===== config.mk =====
export PLATFORM = sky130hd
export DESIGN_NAME = stuffed_frame_decoder
export DESIGN_NICKNAME = d
export VERILOG_FILES = /design/src/hw/rtl/sfd_pkg.sv /design/src/hw/rtl/sfd_in_reg.sv /design/src/hw/rtl/sfd_core.sv /design/src/hw/rtl/sfd_out_reg.sv /design/src/hw/rtl/stuffed_frame_decoder.sv
export VERILOG_INCLUDE_DIRS = /design/src /design/src/hw/rtl
export SDC_FILE = /design/constraint.sdc
export NUM_CORES = 1
export LEC_CHECK = 0
export BUFFER_PORTS_ARGS = -buffer_cell sky130_fd_sc_hd__buf_2
export CAP_MARGIN = 30
export CELL_PAD_IN_SITES_DETAIL_PLACEMENT = 0
export CELL_PAD_IN_SITES_GLOBAL_PLACEMENT = 1
export CORE_ASPECT_RATIO = 1.25
export CORE_MARGIN = 3
export CORE_UTILIZATION = 40
export CTS_CLUSTER_SIZE = 28
export DETAILED_ROUTE_END_ITERATION = 16
export HOLD_SLACK_MARGIN = 0.12
export PLACE_DENSITY_LB_ADDON = 0.1
export SLEW_MARGIN = 30
export SYNTH_ARGS = -nofsm -noshare
export SYNTH_HDL_FRONTEND = slang
export SYNTH_SLANG_ARGS = --single-unit

===== constraint.sdc =====
create_clock -name clk -period 3.16 [get_ports clk]
set_clock_uncertainty 0.2 [all_clocks]
set_input_delay 0.632 -clock clk [delete_from_list [all_inputs] [get_ports clk]]
set_output_delay 0.632 -clock clk [all_outputs]
set_load 0.02 [all_outputs]

===== src/hw/rtl/stuffed_frame_decoder_macros.svh =====
// Assertion macros used by the decoder top level.
`ifndef STUFFED_FRAME_DECODER_MACROS_SVH
`define STUFFED_FRAME_DECODER_MACROS_SVH

// Same-cycle implication, checked outside reset.
`define SFD_ASSERT_NOW(label, clk, rst_n, ante, cons, msg) \
  label: assert property (@(posedge clk) disable iff (!rst_n) (ante) |-> (cons)) \
    else $error(msg);

// Next-cycle implication, checked outside reset.
`define SFD_ASSERT_NEXT(label, clk, rst_n, ante, cons, msg) \
  label: assert property (@(posedge clk) disable iff (!rst_n) (ante) |=> (cons)) \
    else $error(msg);

`endif


===== src/hw/rtl/sfd_pkg.sv =====
`default_nettype none

package sfd_pkg;

  localparam int MAX_FRAME  = 512;
  localparam int BYTE_W     = 8;
  localparam int LEN_W      = 9;
  localparam int LEFT_W     = $clog2(MAX_FRAME + 2);
  localparam int CFG_IDX_W  = 1;
  localparam int CFG_DATA_W = 8;
  localparam int IN_DATA_W  = 24;

  localparam logic [LEFT_W-1:0] MAX_LEN = LEFT_W'(MAX_FRAME);

  localparam logic [BYTE_W-1:0] START_RESET  = 8'hAA;
  localparam logic [BYTE_W-1:0] ESCAPE_RESET = 8'hFF;

  localparam logic [CFG_IDX_W-1:0] CFG_START  = 1'd0;
  localparam logic [CFG_IDX_W-1:0] CFG_ESCAPE = 1'd1;

  typedef enum logic [1:0] {
    PH_HUNT = 2'd0,
    PH_BODY = 2'd1,
    PH_ESC  = 2'd2
  } sfd_phase_t;

  typedef struct packed {
    logic [LEN_W-1:0]  response_length;
    logic [BYTE_W-1:0] line_byte;
  } sfd_item_t;

  typedef struct packed {
    logic [BYTE_W-1:0] payload_byte;
    logic              frame_done;
    logic              checksum_good;
  } sfd_result_t;

endpackage

`default_nettype wire


===== src/hw/rtl/sfd_in_reg.sv =====
`default_nettype none

module sfd_in_reg (
  input  wire logic              clk,
  input  wire logic              rst_n,
  input  wire logic              req_valid,
  input  wire sfd_pkg::sfd_item_t req_item,
  output logic                   req_ready,
  input  wire logic              adv,
  output logic                   stage_valid,
  output sfd_pkg::sfd_item_t     stage_item
);

  logic               valid_r;
  logic               valid_nxt;
  sfd_pkg::sfd_item_t item_r;
  logic               load;

  // A new request may enter when the stage is empty or is moving on.
  assign req_ready = !valid_r || adv;
  assign load      = req_valid && req_ready;

  always_comb begin
    valid_nxt = valid_r;
    if (load) begin
      valid_nxt = 1'b1;
    end else if (adv) begin
      valid_nxt = 1'b0;
    end
  end

  always_ff @(posedge clk) begin
    if (!rst_n) begin
      valid_r <= 1'b0;
    end else begin
      valid_r <= valid_nxt;
    end
  end

  always_ff @(posedge clk) begin
    if (load) begin
      item_r <= req_item;
    end
  end

  assign stage_valid = valid_r;
  assign stage_item  = item_r;

endmodule

`default_nettype wire


===== src/hw/rtl/sfd_core.sv =====
`default_nettype none

module sfd_core (
  input  wire logic                               clk,
  input  wire logic                               rst_n,
  input  wire logic                               cfg_we,
  input  wire logic [sfd_pkg::CFG_IDX_W-1:0]      cfg_index,
  input  wire logic [sfd_pkg::CFG_DATA_W-1:0]     cfg_wdata,
  input  wire logic                               fire,
  input  wire sfd_pkg::sfd_item_t                 item,
  output logic                                    res_valid,
  output sfd_pkg::sfd_result_t                    res
);

  sfd_pkg::sfd_phase_t             phase_r;
  sfd_pkg::sfd_phase_t             phase_nxt;
  logic [sfd_pkg::LEFT_W-1:0]      left_r;
  logic [sfd_pkg::LEFT_W-1:0]      left_nxt;
  logic [sfd_pkg::BYTE_W-1:0]      sum_r;
  logic [sfd_pkg::BYTE_W-1:0]      sum_nxt;
  logic [sfd_pkg::BYTE_W-1:0]      start_r;
  logic [sfd_pkg::BYTE_W-1:0]      escape_r;

  logic [sfd_pkg::BYTE_W-1:0]      dec_byte;
  logic                            take;
  logic                            esc_go;
  logic                            open;
  logic                            skip;
  logic [sfd_pkg::LEFT_W-1:0]      len_ext;
  logic [sfd_pkg::LEFT_W-1:0]      open_left;
  logic [sfd_pkg::LEFT_W-1:0]      left_eff;
  logic [sfd_pkg::BYTE_W-1:0]      sum_eff;
  logic                            more;

  // Classify the byte against the current phase.
  always_comb begin
    dec_byte = item.line_byte;
    take     = 1'b0;
    esc_go   = 1'b0;
    open     = 1'b0;
    skip     = 1'b0;
    case (phase_r)
      sfd_pkg::PH_ESC: begin
        dec_byte = ~item.line_byte;
        take     = 1'b1;
      end
      sfd_pkg::PH_BODY: begin
        if (item.line_byte == escape_r) begin
          esc_go = 1'b1;
        end else begin
          take = 1'b1;
        end
      end
      default: begin
        if (item.line_byte == start_r) begin
          skip = 1'b1;
        end else begin
          open = 1'b1;
          if (item.line_byte == escape_r) begin
            esc_go = 1'b1;
          end else begin
            take = 1'b1;
          end
        end
      end
    endcase

    len_ext   = sfd_pkg::LEFT_W'(item.response_length);
    open_left = ((len_ext > sfd_pkg::MAX_LEN) ? sfd_pkg::MAX_LEN : len_ext)
                + sfd_pkg::LEFT_W'(1);
    left_eff  = open ? open_left : left_r;
    sum_eff   = open ? '0 : sum_r;
    more      = left_eff > sfd_pkg::LEFT_W'(1);
  end

  // Next state.
  always_comb begin
    phase_nxt = phase_r;
    left_nxt  = left_r;
    sum_nxt   = sum_r;
    if (fire) begin
      if (skip) begin
        phase_nxt = sfd_pkg::PH_HUNT;
      end
      if (open) begin
        left_nxt = open_left;
        sum_nxt  = '0;
      end
      if (esc_go) begin
        phase_nxt = sfd_pkg::PH_ESC;
      end
      if (take) begin
        if (more) begin
          phase_nxt = sfd_pkg::PH_BODY;
          left_nxt  = left_eff - sfd_pkg::LEFT_W'(1);
          sum_nxt   = sum_eff + dec_byte;
        end else begin
          phase_nxt = sfd_pkg::PH_HUNT;
          left_nxt  = '0;
          sum_nxt   = '0;
        end
      end
    end
  end

  // Result for this byte; the checksum byte closes the frame.
  always_comb begin
    res_valid         = take;
    res.payload_byte  = '0;
    res.frame_done    = 1'b0;
    res.checksum_good = 1'b0;
    if (more) begin
      res.payload_byte = dec_byte;
    end else begin
      res.frame_done    = 1'b1;
      res.checksum_good = (sum_eff == dec_byte);
    end
  end

  always_ff @(posedge clk) begin
    if (!rst_n) begin
      phase_r <= sfd_pkg::PH_HUNT;
      left_r  <= '0;
      sum_r   <= '0;
    end else begin
      phase_r <= phase_nxt;
      left_r  <= left_nxt;
      sum_r   <= sum_nxt;
    end
  end

  always_ff @(posedge clk) begin
    if (!rst_n) begin
      start_r  <= sfd_pkg::START_RESET;
      escape_r <= sfd_pkg::ESCAPE_RESET;
    end else if (cfg_we) begin
      case (cfg_index)
        sfd_pkg::CFG_START:  start_r  <= cfg_wdata;
        sfd_pkg::CFG_ESCAPE: escape_r <= cfg_wdata;
        default: begin
        end
      endcase
    end
  end

endmodule

`default_nettype wire


===== src/hw/rtl/sfd_out_reg.sv =====
`default_nettype none

module sfd_out_reg (
  input  wire logic                 clk,
  input  wire logic                 rst_n,
  input  wire logic                 load,
  input  wire sfd_pkg::sfd_result_t res,
  input  wire logic                 take,
  output logic                      busy,
  output logic                      valid,
  output sfd_pkg::sfd_result_t      data
);

  logic                 valid_r;
  logic                 valid_nxt;
  sfd_pkg::sfd_result_t data_r;

  always_comb begin
    valid_nxt = valid_r;
    if (load) begin
      valid_nxt = 1'b1;
    end else if (take) begin
      valid_nxt = 1'b0;
    end
  end

  always_ff @(posedge clk) begin
    if (!rst_n) begin
      valid_r <= 1'b0;
    end else begin
      valid_r <= valid_nxt;
    end
  end

  always_ff @(posedge clk) begin
    if (load) begin
      data_r <= res;
    end
  end

  // Full and not being drained this cycle.
  assign busy  = valid_r && !take;
  assign valid = valid_r;
  assign data  = data_r;

endmodule

`default_nettype wire


===== src/hw/rtl/stuffed_frame_decoder.sv =====
// Byte-stuffed frame receiver: takes one line byte per cycle, skips start
// bytes while hunting, removes escapes (inverting the byte after each one),
// emits every decoded payload byte and, for the checksum byte, one
// end-of-frame request flagged by out_tlast with out_tuser telling whether the
// 8-bit additive sum matched. A byte is accepted every cycle as long as the
// output side keeps up; a request passes through the input register and
// then the result register, with the frame state updated in one pass
// between them. Escape bytes and skipped start bytes produce no request.
// Configuration writes take effect in the cycle after cfg_we and should be
// made while no bytes are in flight.
`default_nettype none
`include "stuffed_frame_decoder_macros.svh"

module stuffed_frame_decoder (
  input  wire logic                                clk,
  input  wire logic                                rst_n,
  // in_tdata: line_byte [7:0], response_length [16:8], zero [23:17]
  input  wire logic [sfd_pkg::IN_DATA_W-1:0]       in_tdata,
  input  wire logic                                in_tvalid,
  output logic                                     in_tready,
  // out_tdata: payload_byte [7:0]
  output logic [sfd_pkg::BYTE_W-1:0]               out_tdata,
  output logic                                     out_tlast,
  // out_tuser: checksum_good [0]
  output logic                                     out_tuser,
  output logic                                     out_tvalid,
  input  wire logic                                out_tready,
  input  wire logic                                cfg_we,
  input  wire logic [sfd_pkg::CFG_IDX_W-1:0]       cfg_index,
  input  wire logic [sfd_pkg::CFG_DATA_W-1:0]      cfg_wdata
);

  sfd_pkg::sfd_item_t   in_item;
  sfd_pkg::sfd_item_t   stage_item;
  logic                 stage_valid;
  logic                 stage_adv;
  logic                 res_valid;
  sfd_pkg::sfd_result_t res;
  logic                 out_busy;
  sfd_pkg::sfd_result_t out_data;

  assign in_item.line_byte       = in_tdata[sfd_pkg::BYTE_W-1:0];
  assign in_item.response_length =
    in_tdata[sfd_pkg::BYTE_W+sfd_pkg::LEN_W-1:sfd_pkg::BYTE_W];

  assign stage_adv = stage_valid && !out_busy;

  sfd_in_reg u_in_reg (
    .clk         (clk),
    .rst_n       (rst_n),
    .req_valid   (in_tvalid),
    .req_item    (in_item),
    .req_ready   (in_tready),
    .adv         (stage_adv),
    .stage_valid (stage_valid),
    .stage_item  (stage_item)
  );

  sfd_core u_core (
    .clk       (clk),
    .rst_n     (rst_n),
    .cfg_we    (cfg_we),
    .cfg_index (cfg_index),
    .cfg_wdata (cfg_wdata),
    .fire      (stage_adv),
    .item      (stage_item),
    .res_valid (res_valid),
    .res       (res)
  );

  sfd_out_reg u_out_reg (
    .clk   (clk),
    .rst_n (rst_n),
    .load  (stage_adv && res_valid),
    .res   (res),
    .take  (out_tready),
    .busy  (out_busy),
    .valid (out_tvalid),
    .data  (out_data)
  );

  assign out_tdata = out_data.payload_byte;
  assign out_tlast = out_data.frame_done;
  assign out_tuser = out_data.checksum_good;

  `SFD_ASSERT_NEXT(a_stage_holds, clk, rst_n, stage_valid && !stage_adv, stage_valid && $stable(stage_item), "stalled stage lost its byte")
  `SFD_ASSERT_NOW(a_good_only_on_done, clk, rst_n, out_tvalid && out_tuser, out_tlast, "checksum flag on a payload request")
  `SFD_ASSERT_NOW(a_done_zero_payload, clk, rst_n, out_tvalid && out_tlast, out_tdata == '0, "end-of-frame request carries payload")

endmodule

`default_nettype wire


==> impl_metrics.env <==
export IMPL_yosysSeqAreaShare_pct=41.74
export IMPL_syn_nets=461
export IMPL_fmax_mhz=322.8
export IMPL_wirelength_um=9260
export IMPL_route_vias_total=3203
export IMPL_ir_drop_mv=0.2705
export IMPL_layout_commonest_cell="nand2_1"
export IMPL_p_sw_w=0.0006238
export IMPL_drtIter0Drc=193
export IMPL_cts_buffers_inserted=9
export IMPL_synth_edf_count=27
export IMPL_clock_power_share_pct=35.4
export IMPL_ys_top_cells_by_area="edfxtp_1 22%, dfxtp_1 20%, nand2_1 6.2%"
export IMPL_viasPerCell=5.234
export IMPL_critPathLaunchType="flip-flop"
export IMPL_final_util_pct=51.72
export IMPL_grt_pass1_wl_um=15360
export IMPL_finalSetupViolations=0
export IMPL_core_um2=8939
export IMPL_yosys_area_top_type="edfxtp_1"
export IMPL_cap_violations=0
export IMPL_worstPathArrival_ps=3180
export IMPL_netlist_area_um2=3765
export IMPL_p_int_w=0.001496
export IMPL_sw_frac_of_total_pct=29.43
export IMPL_ios=50
export IMPL_grt_pass1_vias=3124
export IMPL_clk_latency_ps=360
export IMPL_clock_path_buffers=2
export IMPL_antenna_left=0
export IMPL_cts_tree="yes"
export IMPL_die_w_um=92.78
export IMPL_drive_above_1_share_pct=26.02
export IMPL_min_from="in_tdata[5]"
export IMPL_cp_end_kind="flip-flop"
export IMPL_min_period_ps=3098
export IMPL_htreeDepth=3
export IMPL_avgSynthCellArea_um2=9.138
export IMPL_critical_path_required_ps=3240
export IMPL_drc=0
export IMPL_p_seq_share_pct=45.8
export IMPL_rsz0062_at_grt="true"
export IMPL_final_max_slew_viol_count=0
export IMPL_worstPathMaxFanout=4
export IMPL_cts_root_buf="clkbuf_8"
export IMPL_die_area_um2=10620
export IMPL_p_leak_nw=1.931
export IMPL_layout_common_cells="60 x nand2_1, 42 x buf_2, 39 x buf_4, 38 x dfxtp_1, 37 x nor2_1"
export IMPL_grt_ovfl_total=0
export IMPL_io_buffer_count=42
export IMPL_rows=38
export IMPL_fin_setup_tns_ps=0
export IMPL_powerDensity_nw_per_um2=458.5
export IMPL_worst_pin_slew_ps=805.6
export IMPL_critPathSlowestCell="edfxtp_1"
export IMPL_synth_warnings=0
export IMPL_syn2layout_area_growth_pct=22.80
export IMPL_die_h_um=114.5
export IMPL_syn_instance_count=412
export IMPL_wl_per_cell_um=15.13
export IMPL_critical_path_max_stage_delay_ps=440
export IMPL_outcome="finished, final reports clean"
export IMPL_slew_limit_headroom_pct=46.24
export IMPL_regToRegStartpoint="u_in_reg.stage_item[4]$_DFFE_PP_"
export IMPL_cp_common_cell="nand2_2"
export IMPL_antenna_found_initial=0
export IMPL_synth_distinct_cells=64
export IMPL_path_clk_slew_ps=80
export IMPL_gr_usage_all_layers_pct=18.63
export IMPL_ys_flop_type="dfxtp_1"
export IMPL_hold_class="in2reg"
export IMPL_crit_start="u_in_reg.stage_item[4]$_DFFE_PP_"
export IMPL_finalCritPeriodShare_pct=98.02
export IMPL_fill_cells=905
export IMPL_crit_chain="xnor2_2, nand2_2, o41ai_4, buf_4, nand2_2, inv_1, ha_1, a21o_1, a21oi_2, o21ai_1, a2111oi_2, nor3_1, xnor2_1, o31ai_1"
export IMPL_diodes=0
export IMPL_comb_power_share_pct=18.8
export IMPL_grt_max_degree=22
export IMPL_worstSetupPathType="reg2reg"
export IMPL_hold_viol=0
export IMPL_synth_seq_cells=65
export IMPL_clock_sinks=65
export IMPL_async_flop_share_pct=0
export IMPL_layout_nets=536
export IMPL_synth_top_area_share_pct=21.54
export IMPL_dp_hpwl_um=6748
export IMPL_initial_core_util_pct=42.12
export IMPL_cts_hold_buf=0
export IMPL_place_congestion=0.8499
export IMPL_drt_pass1_iter_count=4
critical path, delay by kind of cell (launching register included):
family | cells | cell delay, ps
fa+ha+maj | 1 | 220
simple gates | 3 | 270
flops | 1 | 440
compound gates | 6 | 1310
xor+xnor | 2 | 340
buf+inv | 2 | 240
path summary, 6_finish.rpt:
kind                                           end  slack [ps]  cells after the start
setup / recovery      u_core.sum_r[7]$_SDFFE_PN0P_          60                     14
hold / removal    u_in_reg.stage_item[5]$_DFFE_PP_         240                      1
setup reg to reg      u_core.sum_r[7]$_SDFFE_PN0P_          60                     14
hold reg to reg       u_core.sum_r[6]$_SDFFE_PN0P_         250                      2
cell usage after synthesis (7+ instances only):
cell,instances
a32oi_1,7
nand3_1,18
a21oi_1,15
nor2b_1,10
nor3_1,15
dfxtp_1,38
xnor2_1,26
o21ai_0,11
and2_1,15
nor2_1,38
clkbuf_1,11
nand2_1,62
edfxtp_1,27
mux2i_1,9
ha_1,10
inv_1,10
xor2_1,10
power groups by stage:
| stage | Combinational [W] | Clock [W] | Sequential (W) |
|---|---|---|---|
| 3_3_place_gp | 0.000389 | 0 | 0.000987 |
| 4_1_cts | 0.000396 | 0.000757 | 0.000970 |
| 2_1_floorplan | 0.000261 | 0 | 0.000989 |
| 3_5_place_dp | 0.000394 | 0 | 0.000989 |
| 6_report | 0.000399 | 0.000751 | 0.000970 |
| 5_1_grt | 0.000449 | 0.000800 | 0.000977 |
state kept, by name, summed over array words and instances, names as in the netlist:
register              cells
u_in_reg.stage_item      17
u_core.left_r            10
u_out_reg.data           10
u_core.escape_r           8
u_core.start_r            8
u_core.sum_r              8
u_core.phase_r            2
u_in_reg.stage_valid      1
u_out_reg.valid           1
cell type report:
| cell class | count | area, um2 | share of cell area (%) |
|---|---|---|---|
| Sequential cell | 65 | 1572 | 33.99 |
| Tap cell | 120 | 150.1 | 3.248 |
| Clock buffer | 10 | 137.6 | 2.977 |
| Multi-Input combinational cell | 316 | 2110 | 45.63 |
| Inverter | 12 | 45.04 | 0.9743 |
| Timing Repair Buffer | 83 | 543.0 | 11.75 |
| Clock inverter | 6 | 66.31 | 1.434 |
through the flow:
step	cells	setup WS, ps	cell area, um2	hold slack (ps)	power [W]
floorplan	412	-53.25	3809	231.7	0.001250
global placement	593	38.14	4368	239.5	0.001376
detailed placement	593	-2.447	4368	245.2	0.001382
CTS	609	4.548	4573	230.7	0.002123
global route	612	-183.8	4623	233.3	0.002226
finish	612	62.46	4623	238.4	0.002120
repair_timing:
item / CTS / global route
buffers inserted: 0 / 3
hold endpoints to repair: 0 / 0
endpoints found under the setup margin: 1 / 3
pin swaps: 0 / 8
resized for setup: 1 / 7
cell families after synthesis:
| group | Yosys count | share of synthesized area [%] |
|---|---|---|
| fa+ha+maj | 11 | 3.855 |
| flops | 65 | 41.74 |
| simple gates | 188 | 24.66 |
| compound gates | 71 | 14.76 |
| mux | 10 | 2.692 |
| buf+inv | 31 | 3.922 |
| xor+xnor | 36 | 8.375 |
layer usage:
metal	GRT usage, %	vias up	wire, um
li1	-	1621	-
met1	24.63	1505	4351
met2	30.71	65	4420
met3	2.564	12	330
met4	7.527	0	158
met5	0	-	0
No activity file was read; power rests on OpenSTA's default activity.
